File: src/rtl/sha_pkg.sv
// sha-256 hasher package: round constants, initial hash, helper functions
// and the item record passed from the byte front end to the compression engine
package sha_pkg;

  localparam int unsigned WordW = 32;

  typedef logic [WordW-1:0] word_t;

  typedef struct packed {
    logic [7:0] data;
    logic       has_byte;
    logic       eom;
  } item_t;

  localparam int unsigned ItemW = $bits(item_t);
  localparam int unsigned QueueDepth = 2;

  localparam logic [31:0] CountLimit = 32'hffff_fff7;
  localparam logic [7:0]  PadByte    = 8'h80;

  function automatic word_t round_k(input logic [5:0] t);
    word_t k;
    case (t)
      6'd0: k = 32'h428a2f98;  6'd1: k = 32'h71374491;  6'd2: k = 32'hb5c0fbcf;
      6'd3: k = 32'he9b5dba5;  6'd4: k = 32'h3956c25b;  6'd5: k = 32'h59f111f1;
      6'd6: k = 32'h923f82a4;  6'd7: k = 32'hab1c5ed5;  6'd8: k = 32'hd807aa98;
      6'd9: k = 32'h12835b01;  6'd10: k = 32'h243185be; 6'd11: k = 32'h550c7dc3;
      6'd12: k = 32'h72be5d74; 6'd13: k = 32'h80deb1fe; 6'd14: k = 32'h9bdc06a7;
      6'd15: k = 32'hc19bf174; 6'd16: k = 32'he49b69c1; 6'd17: k = 32'hefbe4786;
      6'd18: k = 32'h0fc19dc6; 6'd19: k = 32'h240ca1cc; 6'd20: k = 32'h2de92c6f;
      6'd21: k = 32'h4a7484aa; 6'd22: k = 32'h5cb0a9dc; 6'd23: k = 32'h76f988da;
      6'd24: k = 32'h983e5152; 6'd25: k = 32'ha831c66d; 6'd26: k = 32'hb00327c8;
      6'd27: k = 32'hbf597fc7; 6'd28: k = 32'hc6e00bf3; 6'd29: k = 32'hd5a79147;
      6'd30: k = 32'h06ca6351; 6'd31: k = 32'h14292967; 6'd32: k = 32'h27b70a85;
      6'd33: k = 32'h2e1b2138; 6'd34: k = 32'h4d2c6dfc; 6'd35: k = 32'h53380d13;
      6'd36: k = 32'h650a7354; 6'd37: k = 32'h766a0abb; 6'd38: k = 32'h81c2c92e;
      6'd39: k = 32'h92722c85; 6'd40: k = 32'ha2bfe8a1; 6'd41: k = 32'ha81a664b;
      6'd42: k = 32'hc24b8b70; 6'd43: k = 32'hc76c51a3; 6'd44: k = 32'hd192e819;
      6'd45: k = 32'hd6990624; 6'd46: k = 32'hf40e3585; 6'd47: k = 32'h106aa070;
      6'd48: k = 32'h19a4c116; 6'd49: k = 32'h1e376c08; 6'd50: k = 32'h2748774c;
      6'd51: k = 32'h34b0bcb5; 6'd52: k = 32'h391c0cb3; 6'd53: k = 32'h4ed8aa4a;
      6'd54: k = 32'h5b9cca4f; 6'd55: k = 32'h682e6ff3; 6'd56: k = 32'h748f82ee;
      6'd57: k = 32'h78a5636f; 6'd58: k = 32'h84c87814; 6'd59: k = 32'h8cc70208;
      6'd60: k = 32'h90befffa; 6'd61: k = 32'ha4506ceb; 6'd62: k = 32'hbef9a3f7;
      default: k = 32'hc67178f2;
    endcase
    return k;
  endfunction

  function automatic word_t init_hash(input logic [2:0] i);
    word_t h;
    case (i)
      3'd0: h = 32'h6a09e667; 3'd1: h = 32'hbb67ae85;
      3'd2: h = 32'h3c6ef372; 3'd3: h = 32'ha54ff53a;
      3'd4: h = 32'h510e527f; 3'd5: h = 32'h9b05688c;
      3'd6: h = 32'h1f83d9ab; default: h = 32'h5be0cd19;
    endcase
    return h;
  endfunction

  function automatic word_t rotr(input word_t x, input int unsigned n);
    return (x >> n) | (x << (WordW - n));
  endfunction

endpackage

File: src/rtl/sha_queue.sv
// two-entry item queue between the byte front end and the engine
// depends on sha_pkg
module sha_queue
  import sha_pkg::*;
(
  input  logic  clk_i,
  input  logic  rst_ni,
  input  logic  push_i,
  input  item_t push_item_i,
  output logic  full_o,
  input  logic  pop_i,
  output item_t pop_item_o,
  output logic  empty_o
);

  item_t      mem_q [QueueDepth];
  logic       wptr_q, rptr_q;
  logic [1:0] cnt_q;

  assign full_o     = (cnt_q == 2'(QueueDepth));
  assign empty_o    = (cnt_q == 2'd0);
  assign pop_item_o = mem_q[rptr_q];

  always_ff @(posedge clk_i) begin
    if (push_i && !full_o) mem_q[wptr_q] <= push_item_i;
  end

  always_ff @(posedge clk_i or negedge rst_ni) begin
    if (!rst_ni) begin
      wptr_q <= 1'b0;
      rptr_q <= 1'b0;
      cnt_q  <= 2'd0;
    end else begin
      if (push_i && !full_o) wptr_q <= ~wptr_q;
      if (pop_i && !empty_o) rptr_q <= ~rptr_q;
      cnt_q <= cnt_q + 2'(push_i && !full_o) - 2'(pop_i && !empty_o);
    end
  end

endmodule

File: src/rtl/sha_engine.sv
// back end: block packing, padding, 64-round compression and digest output
// depends on sha_pkg
module sha_engine
  import sha_pkg::*;
(
  input  logic        clk_i,
  input  logic        rst_ni,
  input  logic        item_valid_i,
  input  item_t       item_i,
  output logic        item_pop_o,
  output logic        out_valid_o,
  input  logic        out_ready_i,
  output logic [31:0] out_word_o,
  output logic [2:0]  out_index_o,
  output logic        out_last_o,
  output logic        out_ovf_o
);

  typedef enum logic [4:0] {
    StIdle  = 5'b00001,
    StRound = 5'b00010,
    StAdd   = 5'b00100,
    StPad   = 5'b01000,
    StOut   = 5'b10000
  } state_e;

  state_e      state_q, state_d;
  word_t       hash_q [8];
  word_t       v_q [8];
  word_t       w_q [16];
  logic [31:0] count_q;
  logic        ovf_q;
  logic [5:0]  round_q;
  logic [2:0]  oidx_q;
  logic        final_q;
  logic        pad2_q;
  logic        padded_q;

  logic [5:0]  used;
  logic [3:0]  wi;
  logic [1:0]  bi;
  logic        take;
  word_t       s0, s1, wnew, t1, t2, ws;
  word_t       e, a;

  assign used = count_q[8:3];
  assign wi   = used[5:2];
  assign bi   = used[1:0];
  assign take = (state_q == StIdle) && item_valid_i;
  assign item_pop_o = take;

  always_comb begin
    s0   = rotr(w_q[1], 7) ^ rotr(w_q[1], 18) ^ (w_q[1] >> 3);
    s1   = rotr(w_q[14], 17) ^ rotr(w_q[14], 19) ^ (w_q[14] >> 10);
    wnew = w_q[0] + s0 + w_q[9] + s1;
    ws   = w_q[0];
    e    = v_q[4];
    a    = v_q[0];
    t1   = v_q[7] + (rotr(e, 6) ^ rotr(e, 11) ^ rotr(e, 25))
         + ((e & v_q[5]) ^ (~e & v_q[6])) + round_k(round_q) + ws;
    t2   = (rotr(a, 2) ^ rotr(a, 13) ^ rotr(a, 22))
         + ((a & v_q[1]) ^ (a & v_q[2]) ^ (v_q[1] & v_q[2]));
  end

  assign out_valid_o = (state_q == StOut);
  assign out_word_o  = hash_q[oidx_q];
  assign out_index_o = oidx_q;
  assign out_last_o  = (oidx_q == 3'd7);
  assign out_ovf_o   = ovf_q;

  always_comb begin
    state_d = state_q;
    case (state_q)
      StIdle:  if (item_valid_i) state_d = StIdle;
      StRound: if (round_q == 6'd63) state_d = StAdd;
      StAdd:   state_d = StIdle;
      StPad:   state_d = StRound;
      StOut:   if (out_ready_i && oidx_q == 3'd7) state_d = StIdle;
      default: state_d = StIdle;
    endcase
  end

  // w_q acts as a 16-word window: w_q[0] is the word for the current round
  always_ff @(posedge clk_i) begin
    case (state_q)
      StIdle: begin
        if (item_valid_i && item_i.has_byte && count_q < CountLimit)
          w_q[wi][8*(3-bi) +: 8] <= item_i.data;
      end
      StRound: begin
        for (int i = 0; i < 15; i++) w_q[i] <= w_q[i+1];
        w_q[15] <= wnew;
        for (int i = 1; i < 8; i++) if (i != 4) v_q[i] <= v_q[i-1];
        v_q[4] <= v_q[3] + t1;
        v_q[0] <= t1 + t2;
      end
      StPad: begin
        for (int i = 0; i < 16; i++) begin
          if ((pad2_q || used < 6'd56) && i == 14) begin
            w_q[i] <= '0;
          end else if ((pad2_q || used < 6'd56) && i == 15) begin
            w_q[i] <= count_q;
          end else if (pad2_q) begin
            w_q[i] <= '0;
          end else if (4'(i) == wi) begin
            case (bi)
              2'd0:    w_q[i] <= {PadByte, 24'd0};
              2'd1:    w_q[i] <= {w_q[i][31:24], PadByte, 16'd0};
              2'd2:    w_q[i] <= {w_q[i][31:16], PadByte, 8'd0};
              default: w_q[i] <= {w_q[i][31:8], PadByte};
            endcase
          end else if (4'(i) > wi) begin
            w_q[i] <= '0;
          end
        end
        for (int i = 0; i < 8; i++) v_q[i] <= hash_q[i];
      end
      default: begin
      end
    endcase
    if (take && item_i.has_byte && count_q < CountLimit && used == 6'd63)
      for (int i = 0; i < 8; i++) v_q[i] <= hash_q[i];
  end

  always_ff @(posedge clk_i or negedge rst_ni) begin
    if (!rst_ni) begin
      state_q  <= StIdle;
      for (int i = 0; i < 8; i++) hash_q[i] <= init_hash(3'(i));
      count_q  <= '0;
      ovf_q    <= 1'b0;
      round_q  <= '0;
      oidx_q   <= '0;
      final_q  <= 1'b0;
      pad2_q   <= 1'b0;
      padded_q <= 1'b0;
    end else begin
      case (state_q)
        StIdle: begin
          if (item_valid_i) begin
            round_q  <= '0;
            oidx_q   <= '0;
            pad2_q   <= 1'b0;
            padded_q <= 1'b0;
            final_q  <= item_i.eom;
            if (item_i.has_byte) begin
              if (count_q >= CountLimit) ovf_q <= 1'b1;
              else count_q <= count_q + 32'd8;
            end
            if (item_i.has_byte && count_q < CountLimit && used == 6'd63)
              state_q <= StRound;
            else if (item_i.eom)
              state_q <= StPad;
          end
        end
        StRound: begin
          round_q <= round_q + 6'd1;
          state_q <= state_d;
        end
        StAdd: begin
          for (int i = 0; i < 8; i++) hash_q[i] <= hash_q[i] + v_q[i];
          round_q <= '0;
          if (!final_q) begin
            state_q <= StIdle;
          end else if (!padded_q) begin
            state_q <= StPad;
          end else if (pad2_q || used < 6'd56) begin
            state_q <= StOut;
          end else begin
            pad2_q  <= 1'b1;
            state_q <= StPad;
          end
        end
        StPad: begin
          // pad2_q stays once set so the last block is length-only
          padded_q <= 1'b1;
          state_q  <= state_d;
        end
        StOut: begin
          if (out_ready_i) begin
            oidx_q <= oidx_q + 3'd1;
            if (oidx_q == 3'd7) begin
              for (int i = 0; i < 8; i++) hash_q[i] <= init_hash(3'(i));
              count_q <= '0;
              ovf_q   <= 1'b0;
            end
          end
          state_q <= state_d;
        end
        default: state_q <= StIdle;
      endcase
    end
  end

endmodule

File: src/rtl/sha256_message_hasher_top.sv
// top level of the sha-256 message hasher: input queue and compression engine
// depends on sha_pkg, sha_queue, sha_engine
//
// Bytes enter through the input stream and are queued two deep ahead of the
// engine. A byte that does not complete a block is absorbed while the engine
// stays idle; a byte that completes a 64-byte block starts a compression by the
// single round unit, doing one of 64 rounds per cycle, and then the final hash
// addition. An end-of-message item adds one or two padded blocks and then
// eight digest items, word 0 first. Bytes past the 32-bit bit count
// limit are dropped and flagged on every digest word of that message.
module sha256_message_hasher_top
  import sha_pkg::*;
(
  input  logic        clk_i,
  input  logic        rst_ni,
  input  logic        s_axis_tvalid,
  output logic        s_axis_tready,
  input  logic [7:0]  s_axis_tdata,   // data_byte
  input  logic        s_axis_tlast,   // end_of_message
  input  logic        s_axis_tuser,   // has_byte
  output logic        m_axis_tvalid,
  input  logic        m_axis_tready,
  output logic [39:0] m_axis_tdata,   // digest_word[31:0], word_index[34:32], zeros
  output logic        m_axis_tlast,   // last_word
  output logic        m_axis_tuser    // length_overflow
);

  item_t       in_item, q_item;
  logic        q_full, q_empty, q_pop;
  logic [31:0] dig_word;
  logic [2:0]  dig_idx;

  assign in_item.data     = s_axis_tdata;
  assign in_item.has_byte = s_axis_tuser;
  assign in_item.eom      = s_axis_tlast;
  assign s_axis_tready    = !q_full;

  sha_queue u_queue (
    .clk_i       (clk_i),
    .rst_ni      (rst_ni),
    .push_i      (s_axis_tvalid),
    .push_item_i (in_item),
    .full_o      (q_full),
    .pop_i       (q_pop),
    .pop_item_o  (q_item),
    .empty_o     (q_empty)
  );

  sha_engine u_engine (
    .clk_i        (clk_i),
    .rst_ni       (rst_ni),
    .item_valid_i (!q_empty),
    .item_i       (q_item),
    .item_pop_o   (q_pop),
    .out_valid_o  (m_axis_tvalid),
    .out_ready_i  (m_axis_tready),
    .out_word_o   (dig_word),
    .out_index_o  (dig_idx),
    .out_last_o   (m_axis_tlast),
    .out_ovf_o    (m_axis_tuser)
  );

  assign m_axis_tdata = {5'd0, dig_idx, dig_word};

  a_last_idx: assert property (@(posedge clk_i) disable iff (!rst_ni)
    m_axis_tvalid |-> (m_axis_tlast == (m_axis_tdata[34:32] == 3'd7)))
    else $error("last flag out of step with word index");

  a_idx_step: assert property (@(posedge clk_i) disable iff (!rst_ni)
    (m_axis_tvalid && m_axis_tready && !m_axis_tlast) |=>
      (m_axis_tvalid && m_axis_tdata[34:32] == $past(m_axis_tdata[34:32]) + 3'd1))
    else $error("digest words not consecutive");

  a_no_pop_out: assert property (@(posedge clk_i) disable iff (!rst_ni)
    m_axis_tvalid |-> !q_pop)
    else $error("item taken during digest output");

endmodule
File: config.mk
export PLATFORM = sky130hd
export DESIGN_NAME = sha256_message_hasher_top
export DESIGN_NICKNAME = d
export VERILOG_FILES = /design/src/rtl/sha_pkg.sv /design/src/rtl/sha_queue.sv /design/src/rtl/sha_engine.sv /design/src/rtl/sha256_message_hasher_top.sv
export SDC_FILE = /design/constraint.sdc
export NUM_CORES = 2
export LEC_CHECK = 0
export BUFFER_PORTS_ARGS = -buffer_cell sky130_fd_sc_hd__buf_4
export CAP_MARGIN = 20
export CORE_ASPECT_RATIO = 0.75
export CORE_UTILIZATION = 45
export CTS_CLUSTER_DIAMETER = 50
export DETAILED_ROUTE_END_ITERATION = 8
export GPL_ROUTABILITY_DRIVEN = 1
export PLACE_DENSITY = 0.64
export SLEW_MARGIN = 0
export SYNTH_ARGS = -nofsm -noshare
export SYNTH_HDL_FRONTEND = slang
export SYNTH_SLANG_ARGS = --single-unit
File: constraint.sdc
create_clock -name clk_i -period 10.3 [get_ports clk_i]
set_input_delay 1.03 -clock clk_i [delete_from_list [all_inputs] [get_ports clk_i]]
set_output_delay 1.03 -clock clk_i [all_outputs]
set_load 0.1 [all_outputs]
==> results by group <==
Outcome
  – Status: finished, final reports clean

Critical path
  – Worst EP required: 10,830 ps
  – Crit end category: flop
  – Startpoint types: flop
  – Crit path largest cell delay: 740 ps
  – Worst reg-to-reg setup slack: 410 ps
  – Worst endpoint data arrival time: 10,420 ps
  – Crit-path slowest cell: o31ai_1
  – Crit path buf inv count: 5
  – Kind of critical path: reg2reg
  – CP top delay family: compound AO/OA/AOI/OAI gates
  – CP max FO: 13

Floorplan
  – Initial Util: 0.455
  – Site row count: 129
  – # IOs: 58
  – Core area: 166,000 um2
  – Die X: 475 um
  – Total die area: 169,000 um2
  – Die height: 356 um

Place
  – Hpwl dp: 223 mm
  – Gp weighted congestion: 1.02
  – I/O Buffers: 52

STA
  – Final Hold Viols: 0
  – # setup viols final: 0
  – Slew Viols, Final: 0
  – Worst-case clock skew: 70.9 ps
  – Setup TNS: 0 ps
  – Fin crit period: 9890 ps
  – Top achievable clock speed: 0.101 GHz
  – Crit share post-route: 0.961
  – Rel. slew slack: 0.119
  – RSZ-0062 raised after global routing: no
  – Worst-margin pin slew: 1290 ps

Layout
  – Multi-input logic area: 41,800 um2
  – Layout cells sized above 1: 0.103
  – Area Growth Syn to Fin: 10.2%
  – FF+latch area: 30,900 um2
  – Fill cells: 15,300
  – NumNets Final: 8,413

Clock network
  – Post-CTS Setup Inserts: 0
  – H-tree Lvls: 4
  – Num CTS Buffers: 142
  – Root Driver: clkbuf_16
  – CTS sink count: 1,095
  – Worst skew pair latency: 820 ps
  – Reg clk slew, reported paths: 60 ps
  – CTS tree: built
  – Worst-case clock buffer depth: 3

Routing
  – Routed Wire Length: 298 mm
  – WL per Instance: 29.4 um
  – DRC errors left: 0
  – DRT Pass-1 Iters: 7
  – Vias: 65,200
  – Initial DRC count: 9,813
  – DRT antenna net count: 0
  – Drt via density: 6.43

Synthesis
  – Gate Count Post-Synth: 7,908
  – Commonest cells post-synth: nand2_1, a21oi_1, edfxtp_1
  – Post-synth cell types: 110
  – Mapped cell area: 75,400 um2
  – Area leader, netlist: edfxtp_1
  – #FFs+latches synth: 1,095
  – Synth area leaders: edfxtp_1, ha_1, nand2_1, dfrtp_1, a21oi_1
  – Async set or reset register ratio after synthesis: 0.280
  – YS warnings: 0
  – Synth top area share: 0.289
  – Count leader, synth: nand2_1
  – Synth Flop Type: edfxtp_1
  – Post-synth EDFFs: 725
  – Seq/Total Area, Yosys: 0.410
  – Post-Syn Area per Cell: 9.53 um2

Run
  – Max cap viols: 0

Min path
  – Hold crit path type: in2async

Global routing
  – Grt ovf: 0
  – Global-route wire length before repair: 429 mm
  – Number of global-route vias before repair: 59,700
  – Largest net degree at the start of global routing: 223
  – Total track usage: 0.348
  – Initial antenna violation count: 15
[kinds of logic after synthesis]
| family | count (synthesis) | synth area share |
|---|---|---|
| fa+ha+maj | 617 | 0.121 |
| other cells | 1 | 0.0000498 |
| compound gates | 2284 | 0.191 |
| simple gates | 2429 | 0.140 |
| buf+inv | 740 | 0.0379 |
| mux | 148 | 0.0316 |
| xor+xnor | 594 | 0.0692 |
| flops | 1095 | 0.410 |
[path summary, 6_finish.rpt]
check | from | to | cells after the start
hold reg to reg | u_engine.w_q[8][2]$_SDFFE_PN0P_ | u_engine.w_q[8][2]$_SDFFE_PN0P_ | 2
min in group clk_i | s_axis_tlast | u_queue.mem_q[1][0]$_DFFE_PP_ | 1
setup reg to reg | u_engine.round_q[1]$_DFFE_PN0P_ | u_engine.v_q[0][31]$_DFFE_PP_ | 35
hold / removal | rst_ni | u_engine.hash_q[16]$_DFFE_PN0P_ | 1
setup / recovery | u_engine.round_q[1]$_DFFE_PN0P_ | u_engine.v_q[0][31]$_DFFE_PP_ | 35
max in group asynchronous | rst_ni | u_engine.out_index_o[1]$_DFFE_PN0P_ | 2
[layer usage]
| metal | up-vias | global-route usage | share of wire |
|---|---|---|---|
| li1 | 28200 | - | - |
| met1 | 32500 | 0.546 | 0.45 |
| met2 | 4074 | 0.436 | 0.37 |
| met3 | 431 | 0.138 | 0.16 |
| met4 | 26 | 0.0741 | 0.022 |
| met5 | - | 0 | 0.00059 |
[stage by stage]
step | std cells | area, um2 | worst slack [ps] | hold WS [ps] | utilization
floorplan | 7912 | 75400 | 1850 | 459 | -
global placement | 9876 | 78100 | 538 | 477 | 0.472
detailed placement | 9878 | 78100 | 576 | 479 | 0.472
CTS | 10100 | 82900 | 540 | 257 | 0.501
global route | 10200 | 83000 | 13.0 | 273 | 0.501
finish | 10200 | 83000 | 406 | 260 | 0.501
[flip-flops by register name, indices dropped and copies added, names as in the netlist]
register and cells:
u_engine.count_q 29, u_queue.mem_q 20, u_queue.cnt_q 2, u_engine.pad2_q 1
u_engine.final_q 1, u_queue.rptr_q 1, u_engine.state_q 5, u_engine.v_q 256
u_engine.hash_q 256, u_engine.w_q 512, u_queue.wptr_q 1, u_engine.out_index_o 3
u_engine.out_ovf_o 1, u_engine.padded_q 1, u_engine.round_q 6
[what timing repair did]
item | in CTS | in global routing
resized for setup | 0 | 2
hold buffers | 0 | 0
setup endpoints to repair | 0 | 1
[layout by cell type (no fill, tap or decap), types with 163 or more instances in the layout]
cell type,Yosys,final
a21o_1,195,195
nand3_1,165,163
o21ai_0,521,516
edfxtp_1,725,725
inv_1,274,274
xnor2_1,379,379
a21oi_1,795,792
fa_1,195,195
buf_4,8,197
nand2_1,1252,1248
nor2_1,531,529
xor2_1,214,214
ha_1,399,399
dfrtp_1,170,165
[final cells by class]
cell class,instances,share of cell area
diodes,1,0.0000301
clock buffers,175,0.0457
clock inverters,90,0.0117
inverters,277,0.0125
multi-input cells,6077,0.503
flip-flops and latches,1095,0.372
well taps,2227,0.0336
repair buffers,212,0.0210
Power is not shown: default switching activity piles up to over one toggle a cycle in this logic, so the estimate is an artifact.
